File: src/hw/rtl/rrp_pkg.sv
// Shared types and constants for the reply parser.
`timescale 1ns / 1ps
package rrp_pkg;
    localparam int MaxDepth  = 8;
    localparam int LvlW      = 4;
    localparam int SlotW     = 3;

    // Event kind codes.
    localparam logic [3:0] EV_ENTER    = 4'd0;
    localparam logic [3:0] EV_LEAVE    = 4'd1;
    localparam logic [3:0] EV_STS_BYTE = 4'd2;
    localparam logic [3:0] EV_STS_END  = 4'd3;
    localparam logic [3:0] EV_ERR_BYTE = 4'd4;
    localparam logic [3:0] EV_ERR_END  = 4'd5;
    localparam logic [3:0] EV_INTEGER  = 4'd6;
    localparam logic [3:0] EV_NULL     = 4'd7;
    localparam logic [3:0] EV_BLK_BYTE = 4'd8;
    localparam logic [3:0] EV_BLK_END  = 4'd9;
    localparam logic [3:0] EV_ARRAY    = 4'd10;
    localparam logic [3:0] EV_DONE     = 4'd11;
    localparam logic [3:0] EV_FAILED   = 4'd12;

    // Failure status codes.
    localparam logic [2:0] ST_OK       = 3'd0;
    localparam logic [2:0] ST_ERRREPLY = 3'd1;
    localparam logic [2:0] ST_BADFORM  = 3'd2;
    localparam logic [2:0] ST_ENDED    = 3'd3;
    localparam logic [2:0] ST_OVERFLOW = 3'd4;

    typedef struct packed {
        logic [7:0] in_byte;
        logic       end_of_data;
    } t_in;

    typedef struct packed {
        logic [3:0]         event_kind;
        logic [3:0]         depth;
        logic [7:0]         data_byte;
        logic signed [31:0] number;
        logic [2:0]         status;
        logic               last;
    } t_out;
endpackage

File: src/hw/rtl/rrp_mac.sv
// Shared multiply-accumulate unit: acc * 10 + digit, or negation of acc.
`timescale 1ns / 1ps
module rrp_mac (
    input  logic [31:0] i_acc,
    input  logic [3:0]  i_digit,
    input  logic        i_negate,
    output logic [31:0] o_result
);
    // One small multiplier by ten for digit steps; the sign step negates acc.
    always_comb begin
        if (i_negate) begin
            o_result = 32'd0 - i_acc;
        end else begin
            o_result = (i_acc * 32'd10) + {28'd0, i_digit};
        end
    end
endmodule

File: src/hw/rtl/resp_reply_parser.sv
// Top level of the byte-serial reply parser.
`timescale 1ns / 1ps
//  channel | direction | payload
//  in      | input     | rrp_pkg::t_in  (i_in_valid, o_in_stall)
//  out     | output    | rrp_pkg::t_out (o_out_valid, i_out_stall)
// A byte forms its first event as it is taken, except in the cases below.
// Stream end, a bad integer byte, depth overflow, the last bulk tail byte and the LF of
// an integer line form their first event in a later sequencer step; a negative value
// adds the sign step before it.
// Reset (synchronous, active low) returns the parser to idle awaiting a type byte.
// A stall on the output holds the event register and the sequencer.
module resp_reply_parser (
    input  logic          i_clk,
    input  logic          i_rst_n,
    input  logic          i_in_valid,
    output logic          o_in_stall,
    input  rrp_pkg::t_in  i_in,
    output logic          o_out_valid,
    input  logic          i_out_stall,
    output rrp_pkg::t_out o_out
);
    import rrp_pkg::*;

    typedef enum logic [3:0] {
        PH_TYPE, PH_STATUS, PH_ERRTEXT, PH_INT0, PH_INT, PH_BLEN0, PH_BLEN,
        PH_CNT0, PH_CNT, PH_BULK, PH_SKIP
    } t_phase;

    // Sequencer steps for one accepted byte.
    typedef enum logic [2:0] {
        SQ_IDLE, SQ_EMIT, SQ_NEG, SQ_LINE, SQ_FIN, SQ_FAIL
    } t_seq;

    t_phase r_phase, n_phase;
    t_seq   r_seq, n_seq;
    logic   r_neg, n_neg, r_pcr, n_pcr, r_errs, n_errs;
    logic [31:0] r_acc, n_acc, r_blen, n_blen;
    logic [1:0]  r_skip, n_skip;
    logic [LvlW-1:0] r_lvl, n_lvl;
    logic [2:0] r_code, n_code;
    // Follow-on step after a single pending emit.
    t_seq   r_after, n_after;
    logic   r_ov, n_ov;
    t_out   r_out, n_out;
    logic [31:0] stack [MaxDepth];
    logic        st_we;
    logic [SlotW-1:0] st_wa;
    logic [31:0] st_wd;
    logic [3:0]  mac_dig;
    logic        mac_neg;
    logic [31:0] mac_res;
    logic [31:0] dec;
    logic [SlotW-1:0] slot;

    rrp_mac u_mac (.i_acc(r_acc), .i_digit(mac_dig), .i_negate(mac_neg), .o_result(mac_res));

    assign o_in_stall  = (r_seq != SQ_IDLE) || r_ov;
    assign o_out_valid = r_ov;
    assign o_out       = r_out;
    assign slot        = r_lvl[SlotW-1:0] - SlotW'(2);
    assign dec         = stack[slot] - 32'd1;

    // Next state: decode a byte or run one sequencer step.
    always_comb begin
        logic [7:0] b;
        logic push;
        logic [31:0] v;
        b = i_in.in_byte;
        n_phase = r_phase; n_seq = r_seq; n_neg = r_neg; n_pcr = r_pcr;
        n_errs = r_errs; n_acc = r_acc; n_blen = r_blen; n_skip = r_skip;
        n_lvl = r_lvl; n_code = r_code; n_after = r_after; n_ov = r_ov;
        n_out = r_out; st_we = 1'b0; st_wa = '0; st_wd = r_acc;
        mac_dig = b[3:0] - 4'd0; mac_neg = 1'b0;
        push = 1'b0; v = r_acc;
        if (r_ov && !i_out_stall) n_ov = 1'b0;
        if (!r_ov || !i_out_stall) begin
            n_out = '0;
            unique case (r_seq)
                SQ_IDLE: begin
                    if (i_in_valid && !o_in_stall) begin
                        if (i_in.end_of_data) begin
                            n_code = ST_ENDED; n_seq = SQ_FAIL;
                        end else begin
                            unique case (r_phase)
                                PH_STATUS, PH_ERRTEXT: begin
                                    n_out.event_kind = (r_phase == PH_STATUS) ?
                                        EV_STS_BYTE : EV_ERR_BYTE;
                                    if (r_pcr && b == 8'd10) begin
                                        n_pcr = 1'b0;
                                        n_out.event_kind = n_out.event_kind + 4'd1;
                                        push = 1'b1; n_after = SQ_FIN;
                                    end else if (r_pcr) begin
                                        n_out.data_byte = 8'd13; push = 1'b1;
                                        n_pcr = (b == 8'd13);
                                        n_after = (b == 8'd13) ? SQ_IDLE : SQ_EMIT;
                                        n_acc = {24'd0, b};
                                    end else if (b == 8'd13) begin
                                        n_pcr = 1'b1;
                                    end else begin
                                        n_out.data_byte = b; push = 1'b1;
                                        n_after = SQ_IDLE;
                                    end
                                end
                                PH_BULK: begin
                                    n_out.event_kind = EV_BLK_BYTE; n_out.data_byte = b;
                                    push = 1'b1; n_blen = r_blen - 32'd1;
                                    if (n_blen == 32'd0) begin
                                        n_after = SQ_EMIT; n_phase = PH_SKIP;
                                        n_skip = 2'd2; n_acc = 32'hFFFF_FFFF;
                                    end else n_after = SQ_IDLE;
                                end
                                PH_SKIP: begin
                                    n_skip = (r_skip != 2'd0) ? r_skip - 2'd1 : r_skip;
                                    if (n_skip == 2'd0) n_seq = SQ_FIN;
                                end
                                PH_TYPE: begin
                                    if (r_lvl >= LvlW'(MaxDepth)) begin
                                        n_code = ST_OVERFLOW; n_seq = SQ_FAIL;
                                    end else begin
                                        n_out.event_kind = EV_ENTER; n_out.depth = r_lvl;
                                        push = 1'b1; n_after = SQ_IDLE;
                                        n_lvl = r_lvl + 4'd1; n_neg = 1'b0;
                                        n_acc = '0; n_pcr = 1'b0;
                                        unique case (b)
                                            8'h2B: n_phase = PH_STATUS;
                                            8'h2D: begin n_phase = PH_ERRTEXT; n_errs = 1'b1; end
                                            8'h3A: n_phase = PH_INT0;
                                            8'h24: n_phase = PH_BLEN0;
                                            8'h2A: n_phase = PH_CNT0;
                                            default: begin
                                                n_code = ST_BADFORM; n_after = SQ_FAIL;
                                            end
                                        endcase
                                    end
                                end
                                default: begin
                                    // Integer line bytes.
                                    if (r_pcr) begin
                                        n_pcr = 1'b0;
                                        if (b == 8'd10) n_seq = r_neg ? SQ_NEG : SQ_LINE;
                                        else begin n_code = ST_BADFORM; n_seq = SQ_FAIL; end
                                    end else if (b == 8'd13) begin
                                        n_pcr = 1'b1;
                                    end else if (r_phase[0] && b == 8'h2D) begin
                                        n_neg = 1'b1; n_phase = t_phase'(r_phase + 4'd1);
                                    end else if (r_phase[0] && b == 8'h2B) begin
                                        n_phase = t_phase'(r_phase + 4'd1);
                                    end else if (b >= 8'h30 && b <= 8'h39) begin
                                        n_acc = mac_res;
                                        if (r_phase[0]) n_phase = t_phase'(r_phase + 4'd1);
                                    end else begin
                                        n_code = ST_BADFORM; n_seq = SQ_FAIL;
                                    end
                                end
                            endcase
                        end
                    end
                end
                SQ_EMIT: begin
                    // Pending second event: bulk end or a held text byte.
                    if (r_phase == PH_SKIP) begin
                        n_out.event_kind = EV_BLK_END;
                    end else begin
                        n_out.event_kind = (r_phase == PH_STATUS) ? EV_STS_BYTE : EV_ERR_BYTE;
                        n_out.data_byte = r_acc[7:0];
                    end
                    push = 1'b1; n_after = SQ_IDLE;
                end
                SQ_NEG: begin
                    mac_neg = 1'b1; n_acc = mac_res; n_neg = 1'b0; n_seq = SQ_LINE;
                end
                SQ_LINE: begin
                    v = r_acc; n_acc = '0; n_neg = 1'b0; push = 1'b1;
                    if (r_phase == PH_INT0 || r_phase == PH_INT) begin
                        n_out.event_kind = EV_INTEGER; n_out.number = v; n_after = SQ_FIN;
                    end else if (r_phase == PH_BLEN0 || r_phase == PH_BLEN) begin
                        if (v[31]) begin
                            n_out.event_kind = EV_NULL; n_after = SQ_FIN;
                        end else if (v == 32'd0) begin
                            n_out.event_kind = EV_BLK_END; n_after = SQ_IDLE;
                            n_phase = PH_SKIP; n_skip = 2'd2;
                        end else begin
                            push = 1'b0; n_blen = v; n_phase = PH_BULK; n_seq = SQ_IDLE;
                        end
                    end else begin
                        n_out.event_kind = EV_ARRAY; n_out.number = v;
                        if (v[31] || v == 32'd0 || r_lvl == '0) n_after = SQ_FIN;
                        else begin
                            st_we = 1'b1; st_wa = SlotW'(r_lvl - 4'd1); st_wd = v;
                            n_phase = PH_TYPE; n_after = SQ_IDLE;
                        end
                    end
                end
                SQ_FIN: begin
                    push = 1'b1;
                    if (r_lvl != '0) begin
                        n_lvl = r_lvl - 4'd1;
                        n_out.event_kind = EV_LEAVE; n_out.depth = n_lvl;
                        n_after = SQ_FIN;
                        if (n_lvl != '0) begin
                            st_we = 1'b1; st_wa = slot; st_wd = dec;
                            if (dec != 32'd0) begin
                                n_phase = PH_TYPE; n_after = SQ_IDLE;
                            end
                        end
                    end else begin
                        n_out.event_kind = r_errs ? EV_FAILED : EV_DONE;
                        n_out.status = r_errs ? ST_ERRREPLY : ST_OK;
                        n_after = SQ_IDLE;
                        n_phase = PH_TYPE; n_neg = 1'b0; n_acc = '0; n_pcr = 1'b0;
                        n_blen = '0; n_skip = '0; n_errs = 1'b0;
                    end
                end
                SQ_FAIL: begin
                    push = 1'b1; n_after = SQ_FAIL;
                    if (r_lvl != '0) begin
                        n_lvl = r_lvl - 4'd1;
                        n_out.event_kind = EV_LEAVE; n_out.depth = n_lvl;
                    end else begin
                        n_out.event_kind = EV_FAILED; n_out.status = r_code;
                        n_after = SQ_IDLE;
                        n_phase = PH_TYPE; n_neg = 1'b0; n_acc = '0; n_pcr = 1'b0;
                        n_blen = '0; n_skip = '0; n_errs = 1'b0;
                    end
                end
                default: n_seq = SQ_IDLE;
            endcase
            if (push) begin
                n_ov = 1'b1; n_seq = n_after;
                n_out.last = (n_after == SQ_IDLE);
            end
        end
    end

    // State, event register and level stack.
    always_ff @(posedge i_clk) begin
        if (!i_rst_n) begin
            r_phase <= PH_TYPE; r_seq <= SQ_IDLE; r_neg <= 1'b0; r_pcr <= 1'b0;
            r_errs <= 1'b0; r_acc <= '0; r_blen <= '0; r_skip <= '0;
            r_lvl <= '0; r_code <= ST_OK; r_after <= SQ_IDLE; r_ov <= 1'b0;
        end else begin
            r_phase <= n_phase; r_seq <= n_seq; r_neg <= n_neg; r_pcr <= n_pcr;
            r_errs <= n_errs; r_acc <= n_acc; r_blen <= n_blen; r_skip <= n_skip;
            r_lvl <= n_lvl; r_code <= n_code; r_after <= n_after; r_ov <= n_ov;
        end
        r_out <= n_out;
        if (st_we) stack[st_wa] <= st_wd;
    end
endmodule

File: config.mk
export PLATFORM = sky130hd
export DESIGN_NAME = resp_reply_parser
export DESIGN_NICKNAME = d
export VERILOG_FILES = /design/src/hw/rtl/rrp_pkg.sv /design/src/hw/rtl/rrp_mac.sv /design/src/hw/rtl/resp_reply_parser.sv
export SDC_FILE = /design/constraint.sdc
export NUM_CORES = 1
export LEC_CHECK = 0
export BUFFER_PORTS_ARGS = -buffer_cell sky130_fd_sc_hd__buf_2
export CORE_ASPECT_RATIO = 2
export CORE_MARGIN = 3
export CORE_UTILIZATION = 60
export DETAILED_ROUTE_END_ITERATION = 7
export GPL_ROUTABILITY_DRIVEN = 0
export PLACE_DENSITY = 0.86
export SETUP_SLACK_MARGIN = 0.3
export SLEW_MARGIN = 25
export SYNTH_ARGS = -nofsm -noshare
export SYNTH_HDL_FRONTEND = slang
export SYNTH_SLANG_ARGS = --single-unit
export TNS_END_PERCENT = 30
File: constraint.sdc
create_clock -name i_clk -period 17 [get_ports i_clk]
set_input_delay 2.55 -clock i_clk [delete_from_list [all_inputs] [get_ports i_clk]]
set_output_delay 2.55 -clock i_clk [all_outputs]
set_load 0.02 [all_outputs]
## Word level (Yosys, flattened, before mapping)

Memories as Yosys holds them, arrays and structs flattened.
Index checks and enable logic that the tools add are counted.

- Add/sub/neg operators: 10
- Multiply operators: 1
- Order comparisons: 3
- Equality and inequality tests: 80
- Muxes and demuxes: 202
- Reductions and logical operators: 52

Operators with widths:

| cell | number |
|---|---|
| 32-bit two-way mux | 26 |
| 32-bit one-hot mux with 4 select lines | 2 |
| 3-bit two-way mux | 50 |
| 4-bit two-way mux | 34 |
| 32-bit one-hot mux with 3 select lines | 1 |
| 32-bit logical NOT | 2 |
| 32-bit by 1-bit subtractor with 32-bit output, second input constant | 2 |
| 1-bit two-way mux | 47 |
| 8-bit by 6-bit == test with 1-bit output, second input constant | 5 |
| 4-bit one-hot mux with 5 select lines | 2 |
| 3-bit inequality test, second input constant | 13 |
| 32-bit by 4-bit adder with 32-bit output | 1 |
| 32-bit by 3-bit multiplier with 31-bit output, second input constant | 1 |
| 16-bit two-way mux | 2 |
| 8-bit two-way mux | 4 |
| 8-bit one-hot mux with 2 select lines | 2 |
| 32-bit nonzero test | 1 |
| 1-bit by 32-bit subtractor with 32-bit output, first input constant | 1 |
| 2-bit inequality test, second input constant | 15 |
| 10-bit AND reduction | 3 |
| 7-bit by 6-bit inequality test with 1-bit output, second input constant | 4 |
| 6-bit by 4-bit inequality test with 1-bit output, second input constant | 4 |
| 4-bit one-hot mux with 3 select lines | 2 |
| 2-bit two-way mux | 10 |
| other kinds (54) | 114 |

- Flip-flop bits (word level): 139
- Memory bits (writable): 256
- Bits of input ports: 13
- Output and inout port bits: 54
- Logic and storage cells: 368
- Memories: 1

Memory list:

| name | words | width | rd ports | clocked after memory_dff | wr ports | RTL line | RTL |
|---|---|---|---|---|---|---|---|
| stack | 8 | 32 | 1 | 0 | 1 | resp_reply_parser.sv:45 | `logic [31:0] stack [MaxDepth];` |

## Longest topological paths before layout

- Depth after elaboration: 13
- Gate-level depth with buffers: 25
- Gate-level depth less buffers: 18

## Cells and area by module

A second synthesis with hierarchy kept.

- Cell total of the unflattened synthesis: 2165
- Area total of the unflattened synthesis: 22923.2 sq um

By module, submodules not included:

| module | instances | cells each | area each (sq um) | sequential area each (sq um) |
|---|---|---|---|---|
| resp_reply_parser | 1 | 1629 | 19165.9 | 10970.5 |
| rrp_mac | 1 | 536 | 3757.4 | 0.0 |

## Worst setup path after synthesis

Ideal clock, no wire load.

- Path kind: input to register
- Start point: input port i_out_stall
- End point: memory stack[6][0] (enable)
- Library setup time: 0.468 ns
- Data arrival time: 7.110 ns
- Required time: 16.532 ns
- Path slack: 9.422 ns
- Stages on the path: 4
- Buffers on the path: 1
- Cells stage by stage: nand2_1 > clkbuf_1 > nand2_1 > nor3b_1

- Word-level cells in the longest chain between the ends: 5
- Elaborated cells between the ends (all ways): 6
- Those cells by class: 4 x mux; 2 x reduce/logical

RTL lines:

| item | RTL line | RTL |
|---|---|---|
| from (decl) | resp_reply_parser.sv:19 | `input logic i_out_stall,` |
| 1-bit logical NOT (*) | resp_reply_parser.sv:76 | `if (!r_ov \|\| !i_out_stall) begin` |
| 1-bit logical OR (*) | resp_reply_parser.sv:76 |  |
| 1-bit two-way mux | resp_reply_parser.sv:76 |  |
| 1-bit two-way mux | resp_reply_parser.sv:247 | `if (st_we) stack[st_wa] <= st_wd;` |
| 1-bit two-way mux (implied by the code) | resp_reply_parser.sv:247 |  |
| to (decl) | resp_reply_parser.sv:45 |  |

Every way passes the cells marked *; elsewhere a longest branch is shown, timed or not.

## Worst setup path after layout

- Start point: register r_lvl[1]
- End point: register r_out, in the netlist o_out[0], data pin

- Word-level cells in the longest chain between the ends: 10
- Elaborated cells between the ends (all ways): 30
- Those cells by class: 3 x add/sub; 1 x order compare; 19 x mux; 6 x reduce/logical; 1 x memory

RTL lines:

| item | RTL line | RTL |
|---|---|---|
| from (decl) | resp_reply_parser.sv:39 | `logic [LvlW-1:0] r_lvl, n_lvl;` |
| from (signal assigned) | resp_reply_parser.sv:244 | `r_lvl <= n_lvl; r_code <= n_code; r_after <= n_after; r_ov <= n_ov;` |
| 3-bit by 2-bit subtractor with 3-bit output | resp_reply_parser.sv:60 | `assign slot = r_lvl[SlotW-1:0] - SlotW'(2);` |
| memory read 8 x 32 bit | n/a |  |
| 32-bit by 1-bit subtractor with 32-bit output | resp_reply_parser.sv:61 | `assign dec = stack[slot] - 32'd1;` |
| 32-bit nonzero test | resp_reply_parser.sv:202 | `if (dec != 32'd0) begin` |
| 3-bit two-way mux | resp_reply_parser.sv:202 |  |
| 3-bit two-way mux | resp_reply_parser.sv:200 | `if (n_lvl != '0) begin` |
| 3-bit two-way mux | resp_reply_parser.sv:196 | `if (r_lvl != '0) begin` |
| 3-bit one-hot mux with 5 select lines | resp_reply_parser.sv:78 | `unique case (r_seq)` |
| 3-bit two-way mux | resp_reply_parser.sv:76 |  |
| 3-bit logical NOT | resp_reply_parser.sv:230 | `n_out.last = (n_after == SQ_IDLE);` |
| to (signal assigned) | resp_reply_parser.sv:246 | `r_out <= n_out;` |
| to (decl) | resp_reply_parser.sv:44 | `t_out r_out, n_out;` |

Several ways; a longest one is shown, not always the timed one. The select of a mux whose other input is x is not followed.
A chain may end at the register's enable or synchronous reset.

==> qor.yml <==
outcome:
  status: "finished, violations left"
  violations: "design-rule violations"
worst_hold_path:
  hold_path.class: "reg -> reg"
timing:
  slew_headroom_pct: 24.5
  finalMaxSlewViolations: 0
  finalSetupViolCount: 0
  grt_setup_unrepaired: "no"
  fmax_mhz: 142
  max_slew.worst_pin.slew_ns: 1.12
  finClkSkew_ns: 0.0248
  tns_ns: 0
  min_period_over_period_pct: 41.6
  min_period_ns: 7.07
  final-hold-violation-count: 0
  holdWs_ns: 0.492
place:
  place_hpwl_um: 49000
  placed_area_um2: 23700
  numPortBuffers: 66
global_routing:
  antenna_found_initial: 0
  busiest_layer: "met2"
  met1_usage_pct: 35.6
  met2_usage_pct: 59.3
  grt_pass1_vias: 19855
  grt_pass1_wl_um: 110000
  grt_overflow: 0
  use_met3_pct: 9.56
  grt_max_degree: 75
  grt_use_total_pct: 35.3
yosys:
  synth_largest_area_cell: "edfxtp_1"
  postSynthAreaPerCell_um2: 10.4
  yosysMostFrequentCell: "edfxtp_1"
  synth-edff-count: 308
  synth_area_leaders: "edfxtp_1 40%, dfxtp_1 7.5%, mux4_2 4.7%, ha_1 3.8%, nor2_1 3.7%"
  syn-num-nets: 2292
  synthArstFlopShare_pct: 0
  synthFlopType: "edfxtp_1"
  synth.top_cell.area_share_pct: 40.3
  yosys-top-cells-count: "308 x edfxtp_1, 224 x nor2_1, 191 x nand2_1"
  synth_cell_types: 87
  yosys_warnings: 0
  synth-seq-area-share_pct: 47.8
  syn_inst: 2208
  mappedNetlistArea_um2: 22900
  synth-seq-cells: 394
clocking:
  path_clk_slew_ns: 0.07
  clk_latency_ns: 0.55
  root_buffer: "clkbuf_16"
  htreeDepth: 2
  cts_tree: "yes"
  clock_path_buffers: 3
  post-cts-setup-buffers: 0
  numCtsBuffers: 35
  cts.sinks: 394
  cts_hold_buffers: 0
  cts_resized: 0
power_and_ir_drop:
  leakagePower_nw: 9.15
  power_density_nw_per_um2: 180
  p_total_mw: 4.45
  irDropWorstVdd_mv: 0.0830
detailed_routing:
  routed_via_density: 7.35
  route.detailed.drc: 1
  via_count: 19841
  dr.pass1.iters: 8
  drt_iter0_markers: 2711
  antenna_left: 0
  drt_wl_total_um: 72700
  wl_per_cell_um: 26.9
die:
  fp.dieArea_um2: 40800
  rows: 100
  core-area_um2: 37500
  die_h_um: 283
  die_w_um: 144
  ios: 67
  initial_core_util_pct: 61.1
cells_and_area:
  stdcell_area_um2: 24800
  n_antenna_cell: 0
  fillers: 2706
  drive_gt1_share_pct: 12.9
  fin_nets: 2298
  final_core_util_pct: 66.0
  syn_to_final_growth_pct: 8.03
critical_path:
  end_kind: "register"
  critPathRequiredTime_ns: 17.29
  critical_path.max_stage_delay_ns: 0.92
  worstSetupStartpointType: "register"
  path_max_fanout: 74
  slowest_stage: "ha_4"
  critPathKind: "reg -> reg"
  crit_chain: "clkinv_1 -> ha_4 -> buf_4 -> nor3b_1 -> nor3_1 -> nor4_1 -> nand4_1 -> or4_1 -> nor2_2 -> a31oi_1 -> or3_1 -> nor4_4 -> nor2_1 -> o211a_1"
  crit_buf_inv: 2
  critical-path-top-delay-family: "simple AND/OR/NAND/NOR gates"
  worst-endpoint-arrival_ns: 7.36
run:
  maxCapViolations: 0
-- worst paths after layout --
check | cells past startpoint | startpoint | endpoint | slack, ns
max reg2reg | 14 | r_lvl[1] | o_out[0] | 9.93
min | 2 | r_code[2] | r_code[2] | 0.49
min reg2reg | 2 | r_code[2] | r_code[2] | 0.49
max | 14 | r_lvl[1] | o_out[0] | 9.93
-- state kept, by name, summed over array words and instances, names as in the netlist, 2 cells and up --
register	flops
stack	256
r_lvl	4
r_skip	2
o_out	52
r_blen	32
r_seq	3
r_code	3
r_phase	4
r_acc	32
r_after	2
-- metrics by stage --
stage,setup WS (ns),std cells
floorplan,9.42,2208
global placement,10.66,2636
detailed placement,10.34,2636
CTS,10.34,2699
global route,9.60,2699
finish,9.93,2699
-- cell families (layout without fill, tap and decap cells) --
group                    count (synthesis)  after routing  synth area share [%]
AO/OA/AOI/OAI                          510            510                  14.8
XOR/XNOR                               113            113                  4.37
adder cells (fa/ha/maj)                 71             71                  3.94
buffers and inverters                  174            206                  3.04
flip-flops                             394            394                  47.8
multiplexers                           119            119                  7.92
AND/OR/NAND/NOR                        827            827                  18.1
-- layer usage --
layer | part of all wire (%) | vias up
li1 | - | 8433
met1 | 30 | 9207
met2 | 49 | 1596
met3 | 10 | 605
met4 | 10 | 0
met5 | 0 | -
-- tightest hold or removal path, cell delays in order, from the launching register on --
cell	delay, ns
dfxtp_1	0.32
mux2i_1	0.06
nor2_1	0.07
-- area by class of cell --
class | count | area (um2) | share of cell area, %
multi-input combinational | 1640 | 11400 | 46.0
sequential | 394 | 11000 | 44.3
clock buffer | 47 | 942 | 3.80
timing repair buffer | 105 | 623 | 2.51
tap | 459 | 574 | 2.32
inverter | 38 | 143 | 0.575
clock inverter | 16 | 139 | 0.560
-- layout by cell type, fill, tap and decap left out, drive strengths merged, types with 19 or more instances in the layout --
cell    instances
o21ai         125
nor3b          25
nand4          30
nor4           34
inv            37
or3            23
and2           21
nor3           91
a221oi         21
nand2b         22
or4            19
a211oi         42
xor2           43
mux2i          50
nor2          225
ha             69
a21o           23
o22ai          20
edfxtp        308
dfxtp          86
and3           58
mux2           21
a21oi         119
buf           105
mux4           48
nand2         191
clkbuf         47
xnor2          69
nand3          40
-- power by group --
group	switching, mW	internal, mW
combinational	1.49	0.836
clock	0.355	0.411
sequential	0.148	1.21
total	2.00	2.45
Note: power is estimated with default switching activity, not from simulation.
